===== config.mk =====
export PLATFORM = sky130hd
export DESIGN_NAME = vlc_size_amplitude_decoder_top_flat
export DESIGN_NICKNAME = d
export VERILOG_FILES = /design/src/rtl/vsad_pkg.sv /design/src/rtl/vsad_byte_if.sv /design/src/rtl/vsad_coeff_if.sv /design/src/rtl/vsad_front.sv /design/src/rtl/vsad_engine.sv /design/src/rtl/vlc_size_amplitude_decoder_top.sv /design/src/flat_wrapper.sv
export VERILOG_INCLUDE_DIRS = /design/src /design/src/rtl
export SDC_FILE = /design/constraint.sdc
export NUM_CORES = 1
export LEC_CHECK = 0
export ABC_AREA = 1
export BUFFER_PORTS_ARGS = -buffer_cell sky130_fd_sc_hd__buf_2
export CAP_MARGIN = 30
export CORE_MARGIN = 3
export CORE_UTILIZATION = 30
export CTS_BUF_LIST = sky130_fd_sc_hd__clkbuf_4 sky130_fd_sc_hd__clkbuf_8
export DETAILED_ROUTE_END_ITERATION = 8
export GPL_ROUTABILITY_DRIVEN = 1
export MAX_ROUTING_LAYER = met4
export SYNTH_ARGS = -nofsm -noshare
export SYNTH_HDL_FRONTEND = slang
export SYNTH_SLANG_ARGS = --single-unit

===== constraint.sdc =====
create_clock -name clk -period 7.15 [get_ports clk]
set_clock_uncertainty 0.2 [all_clocks]
set_input_delay 1.43 -clock clk [delete_from_list [all_inputs] [get_ports clk]]
set_output_delay 1.43 -clock clk [all_outputs]
set_load 0.005 [all_outputs]

===== src/rtl/assert_macros.svh =====
// Assertion macros shared by the decoder RTL files.
`ifndef ASSERT_MACROS_SVH
`define ASSERT_MACROS_SVH

`ifndef SYNTHESIS

// Property must hold at every clock edge outside reset.
`define VSAD_ASSERT(lbl, clk, rstn, prop) \
    lbl: assert property (@(posedge clk) disable iff (!rstn) prop) \
        else $error("assertion failed");

// Condition must never be true outside reset.
`define VSAD_NEVER(lbl, clk, rstn, cond) \
    lbl: assert property (@(posedge clk) disable iff (!rstn) !(cond)) \
        else $error("forbidden condition seen");

`else

`define VSAD_ASSERT(lbl, clk, rstn, prop)
`define VSAD_NEVER(lbl, clk, rstn, cond)

`endif

`endif


===== src/rtl/vsad_pkg.sv =====
// Package with the types, constants and prefix table of the size/amplitude decoder.
package vsad_pkg;

    // Width of the running bit counter and of its output field.
    localparam int BIT_TOTAL_WIDTH = 20;
    localparam int TOTAL_FIELD_W   = 20;

    // Depth of the byte queue between front and back.
    localparam int QUEUE_DEPTH = 2;
    localparam int QUEUE_PTR_W = $clog2(QUEUE_DEPTH);
    localparam int QUEUE_CNT_W = $clog2(QUEUE_DEPTH + 1);

    // One input item as held in the queue.
    typedef struct packed {
        logic [7:0] stream_byte;
        logic       final_byte;
    } item_t;

    // Queue head offered to the decode engine.
    typedef struct packed {
        logic  valid;
        item_t item;
    } head_item_t;

    // Prefix length and amplitude size of one code.
    typedef struct packed {
        logic [2:0] len;
        logic [3:0] size;
    } head_t;

    // Decode engine states.
    typedef enum logic {
        ST_IDLE,
        ST_DECODE
    } state_t;

    // Decodes the prefix from the six oldest buffered bits (oldest in bit 5).
    function automatic head_t prefix_decode(input logic [5:0] h);
        head_t r;
        priority if (!h[5])
        begin
            r.len  = 3'd2;
            r.size = h[4] ? 4'd2 : 4'd1;
        end
        else if (!h[4])
        begin
            r.len  = 3'd3;
            r.size = h[3] ? 4'd3 : 4'd0;
        end
        else if (!h[3])
        begin
            r.len  = 3'd3;
            r.size = 4'd4;
        end
        else if (!h[2])
        begin
            r.len  = 3'd4;
            r.size = 4'd5;
        end
        else if (!h[1])
        begin
            r.len  = 3'd5;
            r.size = 4'd6;
        end
        else
        begin
            r.len  = 3'd6;
            r.size = h[0] ? 4'd8 : 4'd7;
        end
        return r;
    endfunction

endpackage


===== src/rtl/vsad_byte_if.sv =====
// Valid/ready channel that carries one stream byte per item.
interface vsad_byte_if;
    logic       valid;
    logic       ready;
    logic [7:0] stream_byte;
    logic       final_byte;

    modport source (output valid, output stream_byte, output final_byte, input ready);
    modport sink (input valid, input stream_byte, input final_byte, output ready);
endinterface


===== src/rtl/vsad_coeff_if.sv =====
// Valid/ready channel that carries one decoded coefficient per item.
interface vsad_coeff_if;
    logic              valid;
    logic              ready;
    logic signed [8:0] coeff_value;
    logic [3:0]        code_bits;
    logic [19:0]       bit_total;
    logic              run_last;

    modport source (output valid, output coeff_value, output code_bits,
                    output bit_total, output run_last, input ready);
    modport sink (input valid, input coeff_value, input code_bits,
                  input bit_total, input run_last, output ready);
endinterface


===== src/rtl/vsad_front.sv =====
// Front end: accepts stream bytes and holds them in a short queue for the engine.
`include "assert_macros.svh"

module vsad_front (
    input  logic                clk,
    input  logic                rst_n,
    vsad_byte_if.sink           stream,
    output vsad_pkg::head_item_t head,
    input  logic                pop
);
    import vsad_pkg::*;

    item_t                  slot_reg [QUEUE_DEPTH];
    logic [QUEUE_PTR_W-1:0] wr_ptr_reg;
    logic [QUEUE_PTR_W-1:0] wr_ptr_next;
    logic [QUEUE_PTR_W-1:0] rd_ptr_reg;
    logic [QUEUE_PTR_W-1:0] rd_ptr_next;
    logic [QUEUE_CNT_W-1:0] cnt_reg;
    logic [QUEUE_CNT_W-1:0] cnt_next;
    logic                   push;
    logic                   do_pop;

    // Handshake and queue head.
    assign stream.ready = (cnt_reg != QUEUE_CNT_W'(QUEUE_DEPTH));
    assign push         = stream.valid && stream.ready;
    assign do_pop       = pop && (cnt_reg != '0);
    assign head.valid   = (cnt_reg != '0);
    assign head.item    = slot_reg[rd_ptr_reg];

    // Pointer and fill count update.
    always_comb
    begin
        wr_ptr_next = wr_ptr_reg;
        rd_ptr_next = rd_ptr_reg;
        cnt_next    = cnt_reg;
        if (push)
        begin
            wr_ptr_next = (wr_ptr_reg == QUEUE_PTR_W'(QUEUE_DEPTH - 1)) ? '0
                                                                       : wr_ptr_reg + 1'b1;
        end
        if (do_pop)
        begin
            rd_ptr_next = (rd_ptr_reg == QUEUE_PTR_W'(QUEUE_DEPTH - 1)) ? '0
                                                                       : rd_ptr_reg + 1'b1;
        end
        if (push && !do_pop)
        begin
            cnt_next = cnt_reg + 1'b1;
        end
        else if (do_pop && !push)
        begin
            cnt_next = cnt_reg - 1'b1;
        end
    end

    always_ff @(posedge clk or negedge rst_n)
    begin
        if (!rst_n)
        begin
            wr_ptr_reg <= '0;
            rd_ptr_reg <= '0;
            cnt_reg    <= '0;
        end
        else
        begin
            wr_ptr_reg <= wr_ptr_next;
            rd_ptr_reg <= rd_ptr_next;
            cnt_reg    <= cnt_next;
        end
    end

    // Queue storage: payload only, no reset.
    always_ff @(posedge clk)
    begin
        if (push)
        begin
            slot_reg[wr_ptr_reg].stream_byte <= stream.stream_byte;
            slot_reg[wr_ptr_reg].final_byte  <= stream.final_byte;
        end
    end

    `VSAD_NEVER(a_fill_bound, clk, rst_n, cnt_reg > QUEUE_CNT_W'(QUEUE_DEPTH))
    `VSAD_ASSERT(a_pop_empties, clk, rst_n, (cnt_reg == QUEUE_CNT_W'(1) && do_pop && !push) |=> !head.valid)
    `VSAD_ASSERT(a_push_fills, clk, rst_n, (cnt_reg == '0 && push) |=> head.valid)

endmodule


===== src/rtl/vsad_engine.sv =====
// Back end: bit buffer, prefix decoder; one code per cycle to a free output register.
`include "assert_macros.svh"

module vsad_engine (
    input  logic                 clk,
    input  logic                 rst_n,
    input  vsad_pkg::head_item_t head,
    output logic                 pop,
    vsad_coeff_if.source         coeff
);
    import vsad_pkg::*;

    // Buffer is left aligned: the oldest undecoded bit sits in bit 23.
    logic [23:0]                buf_reg;
    logic [23:0]                buf_next;
    logic [4:0]                 cnt_reg;
    logic [4:0]                 cnt_next;
    logic                       fin_reg;
    logic                       fin_next;
    logic [2:0]                 n_reg;
    logic [2:0]                 n_next;
    logic [BIT_TOTAL_WIDTH-1:0] total_reg;
    logic [BIT_TOTAL_WIDTH-1:0] total_next;
    state_t                     state_reg;
    state_t                     state_next;

    logic                       out_valid_reg;
    logic                       out_valid_next;
    logic signed [8:0]          value_reg;
    logic [3:0]                 bits_reg;
    logic [TOTAL_FIELD_W-1:0]   total_out_reg;
    logic                       last_reg;

    head_t                      hd;
    head_t                      nh;
    logic [3:0]                 code_len;
    logic [3:0]                 next_len;
    logic [23:0]                amp_win;
    logic [7:0]                 amp;
    logic [9:0]                 neg_val;
    logic signed [8:0]          value;
    logic [23:0]                rest;
    logic [4:0]                 remain;
    logic                       complete;
    logic                       partial;
    logic                       more;
    logic                       slot_free;
    logic                       emit;
    logic [3:0]                 emit_bits;
    logic [BIT_TOTAL_WIDTH-1:0] total_sum;

    // Head code: prefix, amplitude and sign extension.
    always_comb
    begin
        hd       = prefix_decode(buf_reg[23:18]);
        code_len = 4'(hd.len) + hd.size;
        amp_win  = buf_reg << hd.len;
        amp      = amp_win[23:16] >> (4'd8 - hd.size);
        neg_val  = {2'b00, amp} - (10'd1 << hd.size) + 10'd1;
        value    = amp_win[23] ? signed'({1'b0, amp}) : signed'(neg_val[8:0]);
    end

    // Look at the code after the head to tell whether this step goes on.
    always_comb
    begin
        rest     = buf_reg << code_len;
        remain   = cnt_reg - {1'b0, code_len};
        nh       = prefix_decode(rest[23:18]);
        next_len = 4'(nh.len) + nh.size;
        complete = (cnt_reg != '0) && ({1'b0, code_len} <= cnt_reg);
        partial  = !complete && fin_reg && (cnt_reg != '0);
        more     = complete && (n_reg != 3'd7) && (remain != '0) &&
                   (({1'b0, next_len} <= remain) || fin_reg);
    end

    assign slot_free = !out_valid_reg || coeff.ready;
    assign emit_bits = partial ? cnt_reg[3:0] : code_len;
    assign total_sum = total_reg + BIT_TOTAL_WIDTH'(emit_bits);

    // Sequencer: load a byte, then decode codes until the step is done.
    always_comb
    begin
        state_next = state_reg;
        buf_next   = buf_reg;
        cnt_next   = cnt_reg;
        fin_next   = fin_reg;
        n_next     = n_reg;
        total_next = total_reg;
        pop        = 1'b0;
        emit       = 1'b0;
        unique case (state_reg)
            ST_IDLE:
            begin
                if (head.valid)
                begin
                    pop        = 1'b1;
                    buf_next   = buf_reg | (24'(head.item.stream_byte) << (5'd16 - cnt_reg));
                    cnt_next   = cnt_reg + 5'd8;
                    fin_next   = head.item.final_byte;
                    n_next     = '0;
                    state_next = ST_DECODE;
                end
            end
            ST_DECODE:
            begin
                if (complete || partial)
                begin
                    if (slot_free)
                    begin
                        emit       = 1'b1;
                        buf_next   = rest;
                        cnt_next   = remain;
                        n_next     = n_reg + 1'b1;
                        total_next = total_sum;
                        if (!more)
                        begin
                            state_next = ST_IDLE;
                            if (fin_reg)
                            begin
                                buf_next = '0;
                                cnt_next = '0;
                            end
                        end
                    end
                end
                else
                begin
                    state_next = ST_IDLE;
                    if (fin_reg)
                    begin
                        buf_next = '0;
                        cnt_next = '0;
                    end
                end
            end
            default:
            begin
                state_next = ST_IDLE;
            end
        endcase
    end

    // Output register valid flag.
    always_comb
    begin
        if (emit)
        begin
            out_valid_next = 1'b1;
        end
        else if (coeff.ready)
        begin
            out_valid_next = 1'b0;
        end
        else
        begin
            out_valid_next = out_valid_reg;
        end
    end

    always_ff @(posedge clk or negedge rst_n)
    begin
        if (!rst_n)
        begin
            state_reg     <= ST_IDLE;
            buf_reg       <= '0;
            cnt_reg       <= '0;
            fin_reg       <= 1'b0;
            n_reg         <= '0;
            total_reg     <= '0;
            out_valid_reg <= 1'b0;
        end
        else
        begin
            state_reg     <= state_next;
            buf_reg       <= buf_next;
            cnt_reg       <= cnt_next;
            fin_reg       <= fin_next;
            n_reg         <= n_next;
            total_reg     <= total_next;
            out_valid_reg <= out_valid_next;
        end
    end

    // Result payload.
    always_ff @(posedge clk)
    begin
        if (emit)
        begin
            value_reg     <= value;
            bits_reg      <= emit_bits;
            total_out_reg <= TOTAL_FIELD_W'(total_sum);
            last_reg      <= !more;
        end
    end

    assign coeff.valid       = out_valid_reg;
    assign coeff.coeff_value = value_reg;
    assign coeff.code_bits   = bits_reg;
    assign coeff.bit_total   = total_out_reg;
    assign coeff.run_last    = last_reg;

    `VSAD_ASSERT(a_idle_leftover, clk, rst_n, (state_reg == ST_IDLE) |-> (cnt_reg < 5'd14))
    `VSAD_ASSERT(a_clean_tail, clk, rst_n, (buf_reg << cnt_reg) == 24'd0)
    `VSAD_ASSERT(a_last_ends_step, clk, rst_n, (emit && !more) |=> (state_reg == ST_IDLE))
    `VSAD_ASSERT(a_final_clears, clk, rst_n, (emit && !more && fin_reg) |=> (cnt_reg == '0))

endmodule


===== src/rtl/vlc_size_amplitude_decoder_top.sv =====
// Top level of the size/amplitude prefix-code decoder.
//
// The stream channel takes one byte of the coded bitstream per item, most
// significant bit first; final_byte marks the last byte of a stream. The
// coeff channel gives one item per decoded code: the signed value, the bits
// the code used, the running bit total and run_last on the last item that a
// byte causes. After a final byte, a code already started is finished with
// zero bits and the bit buffer is emptied; the bit total keeps running.
// A byte that completes no code gives no item.
// Bytes wait in a two-entry queue, so the stream side keeps accepting while
// the decoder works or the receiver stalls, until the queue fills. The
// decoder loads a byte from the queue into the bit buffer in its idle
// state, then decodes the codes that the buffer completes, one after
// another, in its decode state. The first item of a byte is offered
// from the output register once its first code is decoded. A stalled
// receiver holds the output register and the decoder waits; nothing is
// dropped.
// Reset clears the queue, the bit buffer and the bit total.

module vlc_size_amplitude_decoder_top (
    input  logic         clk,
    input  logic         rst_n,
    vsad_byte_if.sink    stream,
    vsad_coeff_if.source coeff
);
    import vsad_pkg::*;

    head_item_t head;
    logic       pop;

    vsad_front u_front (
        .clk    (clk),
        .rst_n  (rst_n),
        .stream (stream),
        .head   (head),
        .pop    (pop)
    );

    vsad_engine u_engine (
        .clk   (clk),
        .rst_n (rst_n),
        .head  (head),
        .pop   (pop),
        .coeff (coeff)
    );

endmodule


===== src/flat_wrapper.sv =====
// flat-port wrapper written by rule: the top's interface ports become plain ports
module vlc_size_amplitude_decoder_top_flat import vsad_pkg::*;
  (clk, rst_n, stream_valid, stream_stream_byte, stream_final_byte, stream_ready, coeff_valid, coeff_coeff_value, coeff_code_bits, coeff_bit_total, coeff_run_last, coeff_ready);
  vsad_byte_if stream_i ();
  vsad_coeff_if coeff_i ();
  input  logic clk;
  input  logic rst_n;
  input wire logic [$bits(stream_i.valid)-1:0] stream_valid;
  input wire logic [$bits(stream_i.stream_byte)-1:0] stream_stream_byte;
  input wire logic [$bits(stream_i.final_byte)-1:0] stream_final_byte;
  output wire logic [$bits(stream_i.ready)-1:0] stream_ready;
  output wire logic [$bits(coeff_i.valid)-1:0] coeff_valid;
  output wire logic [$bits(coeff_i.coeff_value)-1:0] coeff_coeff_value;
  output wire logic [$bits(coeff_i.code_bits)-1:0] coeff_code_bits;
  output wire logic [$bits(coeff_i.bit_total)-1:0] coeff_bit_total;
  output wire logic [$bits(coeff_i.run_last)-1:0] coeff_run_last;
  input wire logic [$bits(coeff_i.ready)-1:0] coeff_ready;
  assign stream_i.valid = stream_valid;
  assign stream_i.stream_byte = stream_stream_byte;
  assign stream_i.final_byte = stream_final_byte;
  assign stream_ready = stream_i.ready;
  assign coeff_valid = coeff_i.valid;
  assign coeff_coeff_value = coeff_i.coeff_value;
  assign coeff_code_bits = coeff_i.code_bits;
  assign coeff_bit_total = coeff_i.bit_total;
  assign coeff_run_last = coeff_i.run_last;
  assign coeff_i.ready = coeff_ready;
  vlc_size_amplitude_decoder_top u_core (.clk(clk), .rst_n(rst_n), .stream(stream_i), .coeff(coeff_i));
endmodule

==> flow_results.org <==
** Detailed routing
- In this run, the number of DRC markers left after iteration 0 of detailed routing was 633.
- Detailed-route via count :: 7,883
- Count of unresolved DRC violations after routing :: 0
- For this run, the detailed router's first-pass iteration total came to 5.
- Detailed Route WL :: 22.02 mm
- Post-DR vias/cell :: 4.878
- In the final routed layout, each cell accounts on average for 13.63 µm.
- Once detail routing completed, the nets flagged for antenna violations numbered 0.

** Placed design
- The placed instances occupy a cell area of 0.009306 mm².
- Post-detailed-placement half-perimeter wirelength :: 16.74 mm
- Gpl congestion :: 0.9178
- In this run the tool buffered the top-level ports with 48 buffer cells.

** Setup path
- For the worst flop-to-flop path, the logic depth is 22.
- Category of the most critical setup path :: reg2reg
- Worst-path cell chain :: nand3_1 -> nand2_2 -> ha_1 -> fa_1 -> buf_4 -> inv_1 -> ha_1 -> nand4_1 -> nor3b_2 -> nand3_2 -> o21ai_0 -> ha_1 -> inv_1 -> fa_1 -> nor2_1 -> a211oi_1 -> nor2_1 -> nand3_1 -> nor2_1 -> xor2_1 -> nand2_1 -> o21ai_0
- In this run the critical register-to-register path is launched from u_core.u_engine.buf_reg[23].
- For the worst setup path, the data arrival time is 6.34 ns.
- Kind of end point of the critical path :: flip-flop
- Number of buffers and inverters on the critical path :: 3
- Worst Path Max Fanout :: 23
- Cell type of the slowest stage on the worst timing path :: dfrtp_1
- STA classifies the critical path startpoint as a flip-flop.
- Worst path max stage delay :: 0.58 ns
- Critical path depth :: 22
- STA puts the critical path data required time at 7.30 ns.
- The critical path starts at u_core.u_engine.buf_reg[23].
- The cell family contributing the most delay on the critical path is simple AND/OR/NAND/NOR gates.

** Global routing
- Wire length of the first global-routing pass :: 37.60 mm
- Entering global routing, the biggest net connects 60 pins.
- Number of global-route vias before repair :: 7,523
- Number of antenna violations at the first check in global routing :: 0
- Across every metal layer, demand over resource in global routing totals 0.1500.
- Grt total ovfl :: 0

** Yosys
- The synthesized-area fraction occupied by ao, oa, aoi and oai cells was 0.09366.
- Predominant post-synthesis flop cell :: dfrtp_1
- Of the post-synthesis cell area, the part taken by muxes is 0.01140.
- After synthesis, the largest family of logic cells by area is simple AND/OR/NAND/NOR gates.
- Synth cell count leaders :: 357 x nand2_1, 159 x nand3_1, 122 x inv_1
- Summed over all instances, the cell type with the most area after synthesis is edfxtp_1.
- Xor and xnor fraction of the mapped netlist area :: 0.03393
- For this run, the register share of the synthesized area comes to 0.3461.
- Total of flip-flops plus latches after synthesis :: 111
- Cell Area, Synth :: 0.008777 mm²
- Top cell type's share of synthesized area :: 0.1779
- Of the total synthesized cell area, the portion taken by full adders, half adders and majority gates is 0.07413.
- Count of distinct cell types in the synthesized netlist :: 51
- Most repeated cell in the gate-level netlist after synthesis :: nand2_1
- Number of synthesis warnings :: 0
- Post-synthesis average cell area :: 7.242 µm²
- By area the synthesized netlist is led by edfxtp_1 18%, dfrtp_1 17%, nand2_1 15%, nand3_1 9.1%, ha_1 6.3%.
- Simple-gate area share of the yosys netlist :: 0.3524
- When the netlist entered floorplanning its net count stood at 1,274.
- Number of enable flip-flop cells after synthesis :: 52
- Of all flip-flops after synthesis, the portion carrying an async set or reset was 0.5315.
- Number of standard cells after synthesis :: 1,212

** Hold path
- Counting instances, the worst hold path has a depth of 1.
- Min-Delay Path Class :: reg2reg
- Min-delay src :: u_core.u_engine.n_reg[0]

** Die
- After floorplanning, the core was divided into 61 placement rows.
- Horizontal die dimension :: 177.0 µm
- For this configuration, the core starts out at a cell density of 0.3100.
- Die outline area :: 0.03134 mm²
- The region available for standard cell placement spans 0.02832 mm².
- The die is 177.0 µm tall.
- Pin placement for this block handled 49 I/O pins.

** Timing
- Of the available clock period, the critical path in the final layout requires 0.8651.
- Setup violations remaining at the end of the flow were counted as 0.
- Worst rel slew slack :: 0.4601
- The final number of hold-violating endpoints was 0.
- For this run, the top clock speed supported by timing is 0.1617 GHz.
- Time the final worst path needs with I/O delays and setup :: 6.186 ns
- RSZ-0062 raised after global routing :: no
- Total negative slack for setup checks :: 0 ns
- Slew at the pin closest to its max-slew limit :: 0.8069 ns
- The number of max-slew violations in the final report is 0.

** Clock network
- Root buffer cell :: clkbuf_8
- Max H-tree Level :: 3
- The clock passes through at most 2 buffers.
- Total clock sinks :: 111
- Clock tree synthesis inserted a total of 9 buffers.
- Number of gates resized after CTS :: 0
- Setup repair bufs after CTS :: 0
- After clock tree synthesis, the clock-pin slew on the worst setup and hold paths is 0.14 ns.
- CTS tree :: built
- Clk Latency, worst-skew pair :: 0.42 ns
- The number of hold buffers added after CTS was 0.

** Final layout
- Registers take 0.003038 mm².
- Max FFs per register :: 24
- The number of antenna diodes in the final layout is 0.
- Count of filler cells inserted in the layout :: 3,007
- The finished cells cover 0.009524 mm².
- Measured on the finished design, the core utilization comes to 0.3364.
- Layout overhead on the synthesized area :: 8.510%
- The multi-input combinational cells in the finished layout cover a total of 0.004964 mm².
- For this run, the post-layout net count is 1,295.
- Proportion of layout cells with a drive suffix above 1 :: 0.1163

** Outcome
- The flow ran to the end, and the final reports show no timing, DRC or antenna violations.

** Flow run
- Across the run, the number of max-cap violations was 0.
==> worst paths after layout <==
| path | to | slack, ns |
|---|---|---|
| worst max-delay path | u_core.u_engine.total_reg[12] | 0.96 |
| worst min-delay path | u_core.u_engine.n_reg[0] | 0.29 |
| worst max register to register | u_core.u_engine.total_reg[12] | 0.96 |
| worst min register to register | u_core.u_engine.n_reg[0] | 0.29 |
| max in group asynchronous | u_core.u_engine.buf_reg[19] | 5.25 |
| min in group asynchronous | u_core.u_front.wr_ptr_reg | 0.97 |
==> kinds of logic (layout without fill, tap and decap cells) <==
group / after synthesis / in the layout
and+or+nand+nor: 684 / 684
DFF: 111 / 111
muxes: 10 / 10
xor gates and xnor gates: 31 / 31
AOI/OAI and AO/OA: 146 / 146
adders and majority gates: 49 / 49
buffers and inverters: 181 / 207
==> worst reg2reg max path, cell delays in order, from the launching register on <==
cell and delay (ns):
dfrtp_1 0.58, nand3_1 0.47, nand2_2 0.44, ha_1 0.24
fa_1 0.41, buf_4 0.24, inv_1 0.51, ha_1 0.37
nand4_1 0.06, nor3b_2 0.20, nand3_2 0.21, o21ai_0 0.32
ha_1 0.26, inv_1 0.06, fa_1 0.40, nor2_1 0.13
a211oi_1 0.09, nor2_1 0.23, nand3_1 0.21, nor2_1 0.16
xor2_1 0.18, nand2_1 0.06, o21ai_0 0.09
==> stage by stage <==
stage	hold slack, ns	std cells	setup WS [ns]
after global placement	0.2705	1598	1.309
after detailed placement	0.2693	1600	0.9983
after floorplan	0.2483	1212	2.015
final	0.2912	1616	0.9643
after global routing	0.3293	1616	0.4003
after CTS	0.2970	1616	1.016
==> layout make-up <==
type                       instances  area share
clock buffer                       9     0.01301
sequential                       111      0.3190
multi-input combinational        920      0.5212
inverter                         135     0.05373
timing repair buffer              56     0.03363
clock inverter                     7    0.009853
tap                              378     0.04966
==> per-layer routing <==
metal  vias to the layer above  global-route usage  share of wire
li1                       4027                   -              -
met1                      3626              0.2074           0.49
met2                       206              0.2319           0.45
met3                        24             0.02102          0.051
met4                         0             0.03863          0.014
met5                         -                   -              0
==> layout by cell type, fill, tap and decap left out, types with 16 or more instances in the layout <==
master and instances:
a21oi_1 21, buf_2 48, dfrtp_1 59, edfxtp_1 52
ha_1 44, inv_1 122, nand2_1 357, nand2_2 16
nand3_1 159, nand4_1 18, nor2_1 81, o21ai_0 89
xor2_1 20
Power is left out: the tool's default activity adds up to more than one toggle a clock period on the data nets, which glitch-free logic cannot reach.
